`config.mk`:
```
export PLATFORM = sky130hd
export DESIGN_NAME = integer_to_ascii_formatter
export DESIGN_NICKNAME = d
export VERILOG_FILES = /design/src/rtl/ita_pkg.sv /design/src/rtl/integer_to_ascii_formatter.sv
export SDC_FILE = /design/constraint.sdc
export NUM_CORES = 1
export LEC_CHECK = 0
export ABC_AREA = 0
export ABC_CLOCK_PERIOD_IN_PS = 11000
export BUFFER_PORTS_ARGS = -buffer_cell sky130_fd_sc_hd__buf_4
export CORE_MARGIN = 2
export CORE_UTILIZATION = 28
export CTS_BUF_LIST = sky130_fd_sc_hd__clkbuf_8
export DETAILED_ROUTE_END_ITERATION = 16
export SYNTH_ARGS = -nofsm -noshare
export SYNTH_HDL_FRONTEND = slang
export SYNTH_SLANG_ARGS = --single-unit
```
`constraint.sdc`:
```
create_clock -name clk -period 11 [get_ports clk]
set_input_delay 2.2 -clock clk [delete_from_list [all_inputs] [get_ports clk]]
set_output_delay 2.2 -clock clk [all_outputs]
set_load 0.01 [all_outputs]
```
`src/rtl/ita_pkg.sv`:
```
`timescale 1ns / 1ps
// ----------------------------------------------------------------------------
// ita_pkg
// Types and constants of the integer to ASCII formatter: the request and
// character payloads, operand size codes and character codes.
// ----------------------------------------------------------------------------
package ita_pkg;

  localparam int VALUE_W = 64;
  localparam int FIELD_WIDTH_W = 6;
  localparam int BIT_CNT_W = 7;

  localparam int DEF_MAX_FIELD_WIDTH = 62;
  localparam int DEF_DIGIT_SLOTS = 20;

  localparam logic [1:0] SIZE_32 = 2'd0;
  localparam logic [1:0] SIZE_8 = 2'd1;
  localparam logic [1:0] SIZE_16 = 2'd2;
  localparam logic [1:0] SIZE_64 = 2'd3;

  localparam logic [7:0] CH_ZERO = 8'h30;
  localparam logic [7:0] CH_MINUS = 8'h2d;
  localparam logic [7:0] CH_PLUS = 8'h2b;
  localparam logic [7:0] CH_SPACE = 8'h20;
  localparam logic [7:0] CH_LOWER_X = 8'h78;
  localparam logic [7:0] CH_UPPER_X = 8'h58;
  localparam logic [7:0] CH_LOWER_A = 8'h61;
  localparam logic [7:0] CH_UPPER_A = 8'h41;

  typedef struct packed {
    logic [VALUE_W-1:0]       value;
    logic [1:0]               operand_size;
    logic                     hex_mode;
    logic                     is_signed;
    logic                     show_plus;
    logic                     upper_case;
    logic                     alt_prefix;
    logic                     left_justify;
    logic                     zero_pad;
    logic [FIELD_WIDTH_W-1:0] field_width;
  } req_t;

  typedef struct packed {
    logic [7:0] out_char;
    logic       last_char;
  } res_t;

endpackage

```
`src/rtl/integer_to_ascii_formatter.sv`:
```
`timescale 1ns / 1ps
// ----------------------------------------------------------------------------
// integer_to_ascii_formatter
// Formats one integer conversion request as a stream of ASCII characters.
// ----------------------------------------------------------------------------
// A request enters on req when req_valid and req_ready are both high. Its
// characters leave on res, one per accepted transfer, with last_char set on
// the final one. Prefix, padding, sign and digits come out in that order,
// with right padding after the digits when left justified.
// A decimal request runs a bit-serial binary to BCD conversion, one value bit
// per cycle over the operand size (8, 16, 32 or 64 bits). A hex request
// loads its nibbles directly. Leading zero digits are then dropped one per
// cycle, at most DIGIT_SLOTS - 1 of them. After that one character is loaded
// per cycle into the output register while the receiver takes them.
// req_ready is high only between requests; the next request is taken while
// the last character still waits in the output register.
// When the receiver stalls, the held character stays on res and emission
// pauses. Reset empties the output register and returns to idle.
// ----------------------------------------------------------------------------
module integer_to_ascii_formatter #(
  parameter int MAX_FIELD_WIDTH = ita_pkg::DEF_MAX_FIELD_WIDTH,
  parameter int DIGIT_SLOTS = ita_pkg::DEF_DIGIT_SLOTS
) (
  input  logic          clk,
  input  logic          rst,
  input  logic          req_valid,
  output logic          req_ready,
  input  ita_pkg::req_t req,
  output logic          res_valid,
  input  logic          res_ready,
  output ita_pkg::res_t res
);

  localparam int DW = 4 * DIGIT_SLOTS;
  localparam int CW = $clog2(DIGIT_SLOTS + 1);
  localparam int SPAN_MAX = (MAX_FIELD_WIDTH > DIGIT_SLOTS + 1) ?
                            MAX_FIELD_WIDTH : DIGIT_SLOTS + 1;
  localparam int TW = $clog2(SPAN_MAX + 3);
  localparam int VW = ita_pkg::VALUE_W;
  localparam int FW = ita_pkg::FIELD_WIDTH_W;
  localparam int BW = ita_pkg::BIT_CNT_W;

  typedef enum logic [3:0] {
    ST_IDLE    = 4'b0001,
    ST_CONVERT = 4'b0010,
    ST_TRIM    = 4'b0100,
    ST_EMIT    = 4'b1000
  } state_t;

  state_t          state;
  logic [VW-1:0]   bin;
  logic [BW-1:0]   bit_cnt;
  logic [DW-1:0]   digs;
  logic [CW-1:0]   dig_cnt;
  logic [1:0]      pfx_cnt;
  logic [FW-1:0]   pad;
  logic [FW-1:0]   width;
  logic [TW-1:0]   total;
  logic            sign_pend;
  logic [7:0]      sign_ch;
  logic            upper;
  logic            left;
  logic            zpad;

  logic [VW-1:0]   mask;
  logic            top_bit;
  logic [VW-1:0]   narrowed;
  logic [VW-1:0]   extended;
  logic            negative;
  logic [VW-1:0]   magnitude;
  logic [VW-1:0]   aligned;
  logic [BW-1:0]   size_bits;
  logic [FW-1:0]   width_sat;
  logic [DW-1:0]   corrected;
  logic [3:0]      top_digit;
  logic [TW-1:0]   len;
  logic [TW-1:0]   wid;
  logic            sel_pfx;
  logic            sel_pad;
  logic            sel_sign;
  logic            sel_dig;
  logic [7:0]      emit_ch;
  logic            emit_go;

  function automatic logic [7:0] digit_char(input logic [3:0] d, input logic up);
    logic [7:0] base;
    base = up ? ita_pkg::CH_UPPER_A : ita_pkg::CH_LOWER_A;
    if (d < 4'd10) begin
      digit_char = ita_pkg::CH_ZERO + {4'b0, d};
    end else begin
      digit_char = base + {4'b0, d - 4'd10};
    end
  endfunction

  always_comb begin
    case (req.operand_size)
      ita_pkg::SIZE_8: begin
        mask = {{(VW-8){1'b0}}, {8{1'b1}}};
        top_bit = req.value[7];
        size_bits = BW'(8);
      end
      ita_pkg::SIZE_16: begin
        mask = {{(VW-16){1'b0}}, {16{1'b1}}};
        top_bit = req.value[15];
        size_bits = BW'(16);
      end
      ita_pkg::SIZE_32: begin
        mask = {{(VW-32){1'b0}}, {32{1'b1}}};
        top_bit = req.value[31];
        size_bits = BW'(32);
      end
      default: begin
        mask = {VW{1'b1}};
        top_bit = req.value[VW-1];
        size_bits = BW'(64);
      end
    endcase
    narrowed = req.value & mask;
    negative = !req.hex_mode && req.is_signed && top_bit;
    extended = negative ? (narrowed | ~mask) : narrowed;
    magnitude = negative ? (~extended + VW'(1)) : extended;
    case (req.operand_size)
      ita_pkg::SIZE_8:  aligned = magnitude << (VW - 8);
      ita_pkg::SIZE_16: aligned = magnitude << (VW - 16);
      ita_pkg::SIZE_32: aligned = magnitude << (VW - 32);
      default:          aligned = magnitude;
    endcase
    width_sat = (req.field_width > FW'(MAX_FIELD_WIDTH)) ? FW'(MAX_FIELD_WIDTH) :
                req.field_width;
  end

  always_comb begin
    for (int i = 0; i < DIGIT_SLOTS; i++) begin
      corrected[4*i +: 4] = (digs[4*i +: 4] >= 4'd5) ? digs[4*i +: 4] + 4'd3 :
                            digs[4*i +: 4];
    end
  end

  assign top_digit = digs[DW-1 -: 4];
  assign len = TW'(dig_cnt) + TW'(sign_pend);
  assign wid = TW'(width);

  always_comb begin
    sel_pfx = pfx_cnt != 2'd0;
    sel_pad = !sel_pfx && !left && pad != '0;
    sel_sign = !sel_pfx && !sel_pad && sign_pend;
    sel_dig = !sel_pfx && !sel_pad && !sign_pend && dig_cnt != '0;
    if (sel_pfx) begin
      emit_ch = (pfx_cnt == 2'd2) ? ita_pkg::CH_ZERO :
                (upper ? ita_pkg::CH_UPPER_X : ita_pkg::CH_LOWER_X);
    end else if (sel_pad) begin
      emit_ch = zpad ? ita_pkg::CH_ZERO : ita_pkg::CH_SPACE;
    end else if (sel_sign) begin
      emit_ch = sign_ch;
    end else if (sel_dig) begin
      emit_ch = digit_char(top_digit, upper);
    end else begin
      emit_ch = ita_pkg::CH_SPACE;
    end
  end

  assign req_ready = state == ST_IDLE;
  assign emit_go = (state == ST_EMIT) && (!res_valid || res_ready);

  always_ff @(posedge clk) begin
    if (rst) begin
      state <= ST_IDLE;
      res_valid <= 1'b0;
    end else begin
      if (res_ready && !emit_go) begin
        res_valid <= 1'b0;
      end
      case (state)
        ST_IDLE: begin
          if (req_valid) begin
            upper <= req.upper_case;
            left <= req.left_justify;
            zpad <= req.zero_pad;
            width <= width_sat;
            pfx_cnt <= (req.hex_mode && req.alt_prefix) ? 2'd2 : 2'd0;
            sign_pend <= !req.hex_mode && (negative || req.show_plus);
            sign_ch <= negative ? ita_pkg::CH_MINUS : ita_pkg::CH_PLUS;
            bin <= aligned;
            bit_cnt <= size_bits;
            dig_cnt <= CW'(DIGIT_SLOTS);
            if (req.hex_mode) begin
              digs <= {{(DW-VW){1'b0}}, narrowed};
              state <= ST_TRIM;
            end else begin
              digs <= '0;
              state <= ST_CONVERT;
            end
          end
        end
        ST_CONVERT: begin
          digs <= {corrected[DW-2:0], bin[VW-1]};
          bin <= bin << 1;
          bit_cnt <= bit_cnt - BW'(1);
          if (bit_cnt == BW'(1)) begin
            state <= ST_TRIM;
          end
        end
        ST_TRIM: begin
          if (dig_cnt > CW'(1) && top_digit == 4'd0) begin
            digs <= digs << 4;
            dig_cnt <= dig_cnt - CW'(1);
          end else begin
            pad <= (wid > len) ? FW'(wid - len) : '0;
            total <= ((wid > len) ? wid : len) + TW'(pfx_cnt);
            state <= ST_EMIT;
          end
        end
        ST_EMIT: begin
          if (emit_go) begin
            res_valid <= 1'b1;
            res.out_char <= emit_ch;
            res.last_char <= total == TW'(1);
            total <= total - TW'(1);
            if (sel_pfx) begin
              pfx_cnt <= pfx_cnt - 2'd1;
            end
            if (sel_pad) begin
              pad <= pad - FW'(1);
            end
            if (sel_sign) begin
              sign_pend <= 1'b0;
            end
            if (sel_dig) begin
              digs <= digs << 4;
              dig_cnt <= dig_cnt - CW'(1);
            end
            if (total == TW'(1)) begin
              state <= ST_IDLE;
            end
          end
        end
        default: begin
          state <= ST_IDLE;
        end
      endcase
    end
  end

endmodule
```
======== After elaboration in Yosys (flattened, before gate mapping) ========
Cells that the tools add are included.
storage, ports and cells
  bits in registers ....................... 203
  input bits .............................. 83
  output and inout bits ................... 11
cells by class
  $add $sub $neg .......................... 32
  magnitude comparators ................... 24
  equal/unequal tests ..................... 19
  mux-type cells .......................... 79
  bitwise operators ....................... 5
  reduce and logical (&&, ||, !) cells .... 42
operator list
  operator                                                           number
  one-hot mux 64 bit (3 select lines)                                2
  2-to-1 mux 80 bit                                                  4
  one-hot mux 80 bit (4 select lines)                                1
  2-to-1 mux 64 bit                                                  4
  NOT 64 bit                                                         2
  one-hot mux 64 bit (2 select lines)                                1
  2-to-1 mux 4 bit                                                   24
  greater-or-equal comparator 4 x 3 -> 1 bit, second input constant  20
  adder 4 x 2 -> 4 bit, second input constant                        19
  adder 64 x 1 -> 64 bit, second input constant                      1
  bitwise AND 64 bit                                                 1
  OR 64 bit                                                          1
  2-to-1 mux 6 bit                                                   7
  2-to-1 mux 8 bit                                                   5
  2-to-1 mux 7 bit                                                   4
  one-hot mux 7 bit (2 select lines)                                 2
  2-to-1 mux 5 bit                                                   5
  one-hot mux 7 bit (3 select lines)                                 1
  AND reduction 5 bit                                                4
  != test 2 bit, second input constant                               9
  one-hot mux 4 bit (4 select lines)                                 1
  one-hot mux 5 bit (3 select lines)                                 1
  equality test 7 x 1 -> 1 bit, second input constant                2
  subtractor 7 x 1 -> 7 bit, second input constant                   2
  other kinds (42)                                                   78

======== Logic depth before layout (Yosys ltp) ========
Gate-level depths: netlist of the first run.
  depth after elaboration ................. 12
  gate-level depth with buffers ........... 17

======== Worst setup path after synthesis of the first run ========
No wires, ideal clock.
  path kind ............................... input -> register
  start ................................... input port rst
  end ..................................... register bin[0] (enable)
  library setup time ...................... 0.515 ns
  arrival time ............................ 5.702 ns
  setup slack ............................. 4.783 ns
  cell stages on the path ................. 2
  path through ............................ clkbuf_1 o21bai_1
on the way
  cells in the longest elaborated chain, start to end .. 2
RTL lines
  element                               line                               text
  start: declaration                    integer_to_ascii_formatter.sv:25   input logic rst,
  NOT 1 bit (no source line)            n/a
  AND reduction 3 bit (no source line)  n/a
  end signal: assignment                integer_to_ascii_formatter.sv:183  bin <= aligned;
  end signal: assignment                integer_to_ascii_formatter.sv:197  bin <= bin << 1;
  end: declaration                      integer_to_ascii_formatter.sv:51   logic [VW-1:0] bin;
Every way passes these cells.
A chain may end at the register's enable or synchronous reset.

======== Final worst setup path of the first run ========
  start ................................... input port req[13] (netlist name)
  end ..................................... register bin[51] (data pin)
on the way
  cells in the longest elaborated chain, start to end .. 11
RTL lines
  element                                                  line                                                                  text
  start: declaration                                       integer_to_ascii_formatter.sv:28                                      input ita_pkg::req_t req,
  equality test 2 bit (tied with other cells)              integer_to_ascii_formatter.sv:96, integer_to_ascii_formatter.sv:122
  one-hot mux 64 bit (3 select lines)                      integer_to_ascii_formatter.sv:96                                      case (req.operand_size)
  bitwise AND 64 bit / NOT 64 bit (equally long branches)  integer_to_ascii_formatter.sv:118, integer_to_ascii_formatter.sv:120
  OR 64 bit                                                integer_to_ascii_formatter.sv:120                                     extended = negative ? (narrowed | ~mask) : narrowed;
  2-to-1 mux 64 bit                                        integer_to_ascii_formatter.sv:120
  NOT 64 bit                                               integer_to_ascii_formatter.sv:121                                     magnitude = negative ? (~extended + VW'(1)) : extended;
  adder 64 x 1 -> 64 bit                                   integer_to_ascii_formatter.sv:121
  2-to-1 mux 64 bit                                        integer_to_ascii_formatter.sv:121
  one-hot mux 64 bit (3 select lines) (*)                  integer_to_ascii_formatter.sv:122                                     case (req.operand_size)
  2-to-1 mux 64 bit (*)                                    integer_to_ascii_formatter.sv:175                                     if (req_valid) begin
  one-hot mux 64 bit (2 select lines) (*)                  integer_to_ascii_formatter.sv:173                                     case (state)
Mark *: on every way between the ends. The rest lies on a longest branch, timed or not. The select of a mux whose other input is x is not followed.

==> summary.txt, run 1 <==
Outcome
  – Status: finished clean

Timing
  – Tcrit/Tclk final: 0.508
  – Peak Freq: 179 MHz
  – Slew margin rel.: 0.0764
  – Setup TNS: 0 ps
  – Final Max Tran Viols: 0
  – Setup violations, final: 0
  – Worst slew pin tran: 1380 ps
  – Worst Skew: 18.2 ps
  – RSZ-0062 raised after global routing: no
  – Min Tclk post-route: 5590 ps
  – Final hold violation count: 0

Drt
  – Vias: 13295
  – Routed Antenna Nets: 0
  – Drt first pass iters: 6
  – Via density per instance: 5.71
  – DRC: 0
  – DR iter-0 viols: 1507
  – Post-Route WL: 49000 um
  – Avg WL per Cell: 21.1 um

Layout
  – Antenna diodes: 0
  – Final net count: 1792
  – Share of layout cells above drive strength 1: 0.107
  – Layout area overhead: 11.6%
  – Filler cell count: 5435
  – Final core utilization: 0.316

Power and ir drop
  – Worst vdd ir: 0.0000998 V
  – Sw Ratio: 0.403
  – Part of the power in registers: 0.436
  – Int Pwr: 0.00172 W
  – NetSw: 0.00116 W
  – Power Dens Cells: 177 nW/um^2
  – Comb pwr share: 0.390
  – LEAKAGE: 5.67 nW
  – Clock power frac: 0.174

Setup path
  – Critical Path RT: 11250 ps
  – R2R Path End: total[4]
  – Critical path launch point type: primary input
  – Crit path max fanout: 64
  – Worst R2R Setup Slack: 6760 ps
  – WS Path Type: in -> reg
  – Worst R2R Path Depth: 14
  – Crit path DAT: 5840 ps
  – Reg2reg start: sign_pend
  – Critical path capture point type: flop

Yosys
  – Cell Area, Synth: 14600 um^2
  – EDFF count, synth: 191
  – Post-synthesis compound-gate area fraction: 0.224
  – Mux share of post-synthesis cell area: 0.0148
  – Syn Inst Count: 1610
  – Predominant post-synthesis flop cell: edfxtp_1
  – Seq/Total Area, Yosys: 0.400
  – Synth Area in Simple Gates: 0.193
  – Post-Synth XOR/XNOR Area: 0.0553
  – Largest family of logic cells by synthesized area: compound AO/OA/AOI/OAI gates
  – Post-Synth Adder-Cell Area: 0.0654
  – Ys Warns: 0
  – Post-synthesis sequential element count: 196
  – Mean Syn Cell Area: 9.05 um^2
  – Synth Net Count: 1768
  – Post-synth cell types: 87
  – Async set-or-reset flop fraction in the synthesized netlist: 0

Die
  – I/O Pins: 94
  – Core area: 51400 um^2
  – Die W: 232 um
  – Core Rows: 83
  – Die area: 53900 um^2
  – Initial core utilization: 0.283
  – Die Y-Extent: 232 um

Clocking
  – Register clock-pin slew on the reported worst setup and hold paths: 120 ps
  – Post-CTS Hold Fix Bufs: 0
  – CTS resizes: 0
  – Clk Latency, worst-skew pair: 520 ps
  – Sink Count: 196
  – Total CTS buffers: 17
  – H-tree depth: 4
  – CTS tree: yes
  – Max Buffers Root-to-Sink: 2
  – Clk root buf: clkbuf_8
  – Setup Fix Bufs, Post-CTS: 0

Global route
  – Vias in the first global route: 12392
  – Total track usage: 0.180
  – Initial antenna violation count: 0
  – First-pass GRT wire length: 74700 um
  – Largest net degree at the start of global routing: 81
  – GRT overflow: 0

Place
  – Final GP Congestion: 0.971
  – HPWL after DPL: 34500 um
  – IO buf count: 92

Worst hold path
  – Hold path cells: 2
  – Worst Hold Path EP: bin[11]
  – HP Start: bin[10]
  – Hold crit path type: reg -> reg

Flow run
  – Max_cap viols: 0
## through the flow
| step | instances | power (W) | hold slack (ps) | instance area, um^2 | setup WS (ps) |
|---|---|---|---|---|---|
| after global placement | 2295 | 0.00235 | 508 | 15900 | 5140 |
| after floorplan | 1610 | 0.00205 | 493 | 14600 | 4780 |
| after CTS | 2327 | 0.00288 | 524 | 16300 | 5600 |
| final | 2327 | 0.00288 | 531 | 16300 | 5410 |
| after global routing | 2327 | 0.00308 | 561 | 16300 | 5230 |
| after detailed placement | 2295 | 0.00238 | 514 | 15900 | 5050 |
## kinds of logic after synthesis
group,after synthesis
simple gates,564
compound gates,485
flops,196
buf+inv,176
xor+xnor,92
fa+ha+maj,75
mux,21
other cells,1
## area by class of cell
type | instances | area (um^2) | area share
clock buffers | 20 | 275 | 0.0169
clock inverters | 12 | 118 | 0.00723
inverters | 75 | 282 | 0.0173
multi-input cells | 1238 | 8110 | 0.498
flip-flops and latches | 196 | 5840 | 0.359
well taps | 680 | 851 | 0.0523
repair buffers | 106 | 796 | 0.0489
## Yosys cell counts, types with 6 or more instances
| cell type | number | area, um^2 |
|---|---|---|
| mux2i_1 | 17 | 170 |
| ha_1 | 73 | 913 |
| a31oi_1 | 17 | 106 |
| or3_1 | 20 | 125 |
| o211ai_1 | 12 | 90.1 |
| a21oi_1 | 126 | 631 |
| nor2_1 | 152 | 571 |
| clkbuf_1 | 78 | 293 |
| and3_1 | 9 | 56.3 |
| o41ai_1 | 9 | 78.8 |
| a22o_1 | 9 | 78.8 |
| nor3b_1 | 25 | 188 |
| o22ai_1 | 18 | 113 |
| nor2b_1 | 9 | 56.3 |
| buf_1 | 11 | 41.3 |
| nand4_1 | 8 | 50.1 |
| inv_1 | 73 | 274 |
| nand2_1 | 175 | 657 |
| nand3_1 | 20 | 100 |
| o21a_1 | 10 | 75.1 |
| o21bai_1 | 7 | 52.6 |
| xnor2_1 | 65 | 569 |
| a221o_1 | 33 | 330 |
| nor3_1 | 43 | 215 |
| a2111oi_0 | 7 | 61.3 |
| nor4_1 | 19 | 119 |
| nand2b_1 | 31 | 194 |
| o221ai_1 | 38 | 333 |
| xor2_1 | 27 | 236 |
| o21ai_0 | 113 | 566 |
| and2_1 | 6 | 37.5 |
| edfxtp_1 | 191 | 5740 |
| o31ai_1 | 13 | 97.6 |
| a211oi_1 | 11 | 82.6 |
| buf_2 | 8 | 40.0 |
| or4_1 | 13 | 97.6 |
## worst max-delay path: stages
cell and delay, ps:
buf_4 100, inv_1 80, ha_1 260, a222oi_1 710, a211o_2 260, buf_4 570, o211ai_1 360, nor4b_4 750
a21oi_1 200, xnor2_1 210, o211ai_1 100
## how the worst max path moves through the flow
stage	start	endpoint	slack (ps)
floorplan	rst	bin[0]	4780
global placement	req[13]	bin[60]	5140
detailed placement	req[13]	bin[51]	5050
CTS	req[13]	bin[59]	5600
global route	req[13]	bin[55]	5230
finish	req[13]	bin[51]	5410
## power by group through the flow
stage	Clock, W	Combinational (W)	Sequential (W)
after floorplan	0	0.000828	0.00122
after global placement	0	0.00108	0.00126
after detailed placement	0	0.00111	0.00127
after CTS	0.000509	0.00112	0.00125
after global routing	0.000534	0.00126	0.00129
final	0.000502	0.00112	0.00126
## layout by cell type (no fill, tap or decap), types with 43 or more instances in the layout
master	netlist	final
a21oi_1	126	126
nor2_1	152	150
inv_1	73	75
xnor2_1	65	65
o21ai_0	113	113
edfxtp_1	191	191
ha_1	73	72
buf_4	2	106
nor3_1	43	43
nand2_1	175	174
## routing by layer
layer / routed length (um) / GRT usage / up-vias
li1: - / - / 6074
met1: 21600 / 0.252 / 6476
met3: 4500 / 0.0354 / 83
met5: 0 / 0 / -
met2: 21700 / 0.276 / 662
met4: 1280 / 0.0565 / 0
## state kept, by name, indices dropped and copies added, names as in the netlist, 4 cells and up
name     cells
bin         64
bit_cnt      7
dig_cnt      5
digs        80
pad          6
res          8
state        4
total        7
width        6
Note: power is estimated with default switching activity, not from simulation.
==> inputs of run 2 (changes only) <==
--- a/config.mk
+++ b/config.mk
@@ -6,7 +6,7 @@
 export NUM_CORES = 1
 export LEC_CHECK = 0
 export ABC_AREA = 0
-export ABC_CLOCK_PERIOD_IN_PS = 11000
+export ABC_CLOCK_PERIOD_IN_PS = 4710
 export BUFFER_PORTS_ARGS = -buffer_cell sky130_fd_sc_hd__buf_4
 export CORE_MARGIN = 2
 export CORE_UTILIZATION = 28
==> constraint.sdc (replaced) <==
create_clock -name clk -period 4.71 [get_ports clk]
set_input_delay 0.942 -clock clk [delete_from_list [all_inputs] [get_ports clk]]
set_output_delay 0.942 -clock clk [all_outputs]
set_load 0.01 [all_outputs]
==> summary.txt, run 2 (synthesis results as in run 1) <==
Outcome
  – Status: finished clean (unchanged)

Timing
  – Worst slew pin tran: 1040 ps (was 1380 ps)
  – Tcrit/Tclk final: 0.894
  – Setup TNS: 0 ps (unchanged)
  – Min Tclk post-route: 4210 ps
  – Final Max Tran Viols: 0 (unchanged)
  – RSZ-0062 raised after global routing: no (unchanged)
  – Slew margin rel.: 0.302 (was 0.0764)
  – Setup violations, final: 0 (unchanged)
  – Worst Skew: 26.6 ps (was 18.2 ps)
  – Peak Freq: 237 MHz
  – Final hold violation count: 0 (unchanged)

Layout
  – Share of layout cells above drive strength 1: 0.120 (was 0.107)
  – Commonest non-fill, non-tap cell in the layout: edfxtp_1 (unchanged)
  – Antenna diodes: 0 (unchanged)
  – Filler cell count: 5338 (was 5435)
  – Final net count: 1817 (was 1792)
  – Max FFs per register: 80 (unchanged)
  – Top reg by flops: digs (unchanged)
  – Most frequent cells in the layout: edfxtp_1, nand2_1, nor2_1 (unchanged)
  – Top Registers: digs: 80 flops, bin: 64 flops, res: 8 flops (unchanged)
  – Layout area overhead: 12.9% (was 11.6%)

Setup path
  – CP delay by family, top: compound AO/OA/AOI/OAI gates (unchanged)
  – Crit path to: total[5] (was bin[51])
  – Crit path cell chain: ha_1 > ha_1 > xor2_1 > inv_1 > ha_1 > a21oi_1 > o21ai_0 > o31ai_2 > o21ai_0 > ha_1 > a21oi_1 > nor2_1 > xor2_1 > o211ai_1 > o21ai_0 (was buf_4 > inv_1 > ha_1 > a222oi_1 > a211o_2 > buf_4 > o211ai_1 > nor4b_4 > a21oi_1 > xnor2_1 > o211ai_1)
  – Critical path capture point type: flop (unchanged)
  – Worst R2R Path Depth: 15 (was 14)
  – Critical-path top delay cell: o31ai_2 (was nor4b_4)
  – Critical Path RT: 4960 ps (was 11250 ps)
  – Worst R2R Setup Slack: 500 ps (was 6760 ps)
  – WS Path Type: reg -> reg (was in -> reg)
  – R2R Path End: total[5] (was total[4])
  – Critical path launch point type: flop (was primary input)
  – CP max stage delay: 660 ps (was 750 ps)
  – Most Frequent Cell on Critical Path: ha_1
  – Worst Path Buf+Inv: 1 (was 3)
  – Reg2reg start: sign_pend (unchanged)
  – Worst setup startpoint: sign_pend (was req[13])
  – Crit path DAT: 4460 ps (was 5840 ps)
  – Worst path depth: 15 (was 11)
  – Crit path max fanout: 10 (was 64)

Global route
  – Largest net degree at the start of global routing: 65 (was 81)
  – Vias in the first global route: 12875 (was 12392)
  – First-pass GRT wire length: 76400 um (was 74700 um)
  – Initial antenna violation count: 0 (unchanged)
  – Total track usage: 0.182 (was 0.180)
  – GRT overflow: 0 (unchanged)

Clocking
  – Total CTS buffers: 17 (unchanged)
  – Clk root buf: clkbuf_8 (unchanged)
  – Clk Latency, worst-skew pair: 520 ps (about the same)
  – Post-CTS Hold Fix Bufs: 0 (unchanged)
  – Sink Count: 196 (unchanged)
  – Setup Fix Bufs, Post-CTS: 0 (unchanged)
  – CTS tree: yes (unchanged)
  – H-tree depth: 4 (unchanged)
  – Register clock-pin slew on the reported worst setup and hold paths: 130 ps (was 120 ps)
  – CTS resizes: 0 (unchanged)
  – Max Buffers Root-to-Sink: 2 (unchanged)

Drt
  – DRC: 0 (unchanged)
  – Post-Route WL: 49600 um (was 49000 um)
  – Drt first pass iters: 7 (was 6)
  – DR iter-0 viols: 1270 (was 1507)
  – Routed Antenna Nets: 0 (unchanged)
  – Via density per instance: 5.72 (was 5.71)
  – Vias: 13455 (was 13295)
  – Avg WL per Cell: 21.1 um (about the same)

Power and ir drop
  – LEAKAGE: 5.78 nW (was 5.67 nW)
  – Power Dens Cells: 412 nW/um^2 (was 177 nW/um^2)
  – Post-route total power: 0.00677 W (was 0.00288 W)
  – Worst vdd ir: 0.000267 V (was 0.0000998 V)

Place
  – Final GP Congestion: 0.954 (was 0.971)
  – IO buf count: 92 (unchanged)
  – HPWL after DPL: 36100 um (was 34500 um)

Die
  – Die area: 53900 um^2 (unchanged)
  – Die Y-Extent: 232 um (unchanged)
  – Core Rows: 83 (unchanged)
  – Die W: 232 um (unchanged)
  – I/O Pins: 94 (unchanged)
  – Initial core utilization: 0.283 (unchanged)
  – Core area: 51400 um^2 (unchanged)

Flow run
  – Max_cap viols: 0 (unchanged)

Worst hold path
  – Hold crit path type: reg -> reg (unchanged)
-- run 2: cell count changes in the layout (fill, tap and decap cells not counted), moves of 2 or more --
cell        delta
buf_12         +2
buf_4         +23
clkbuf_8       -3
clkinv_4       +2
clkinvlp_4     +2
inv_6          -2
inv_8          -2
-- run 2: worst register-to-register path: stages (launching register included) --
cell and delay, ps:
edfxtp_1 440, ha_1 210, ha_1 210, xor2_1 220, inv_1 80, ha_1 330, a21oi_1 180, o21ai_0 220
o31ai_2 660, o21ai_0 250, ha_1 280, a21oi_1 310, nor2_1 110, xor2_1 160, o211ai_1 170, o21ai_0 110
-- run 2: metal layers --
metal / vias to the layer above / track usage / part of all wire
li1: 6141 / - / -
met1: 6541 / 0.249 / 0.44
met4: 0 / 0.0623 / 0.030
met3: 112 / 0.0362 / 0.087
met2: 661 / 0.287 / 0.45
met5: - / 0 / 0
-- run 2: where the power goes --
part           internal, W  leakage, nW  switching, W
sequential         0.00254         1.84      0.000372
clock             0.000423        0.190      0.000697
combinational      0.00105         3.75       0.00169
-- run 2: area by class of cell --
class | instances | area, um^2 | area share
clock inverters | 15 | 135 | 0.00821
flip-flops and latches | 196 | 5840 | 0.355
clock buffers | 17 | 234 | 0.0142
well taps | 680 | 851 | 0.0517
multi-input cells | 1238 | 8110 | 0.493
repair buffers | 131 | 1010 | 0.0613
inverters | 75 | 282 | 0.0171
-- run 2: stage by stage --
step                instance area, um^2  utilization  std cells  setup WS [ps]  hold WS, ps
floorplan                         14600            -       1610            334          493
global placement                  16100        0.313       2320            499          503
detailed placement                16100        0.313       2320            404          516
CTS                               16500        0.320       2352            521          516
global route                      16500        0.320       2352            164          552
finish                            16500        0.320       2352            499          512
-- run 2: how the worst min path moves through the flow --
stage                       start  endpoint  cells after the start
final                     bin[25]   bin[26]                      2
after global routing       req[7]      left                      1
after CTS                 bin[25]   bin[26]                      2
after detailed placement    upper    res[6]                      1
after global placement     bin[4]    bin[5]                      2
after floorplan             upper    res[6]                      1
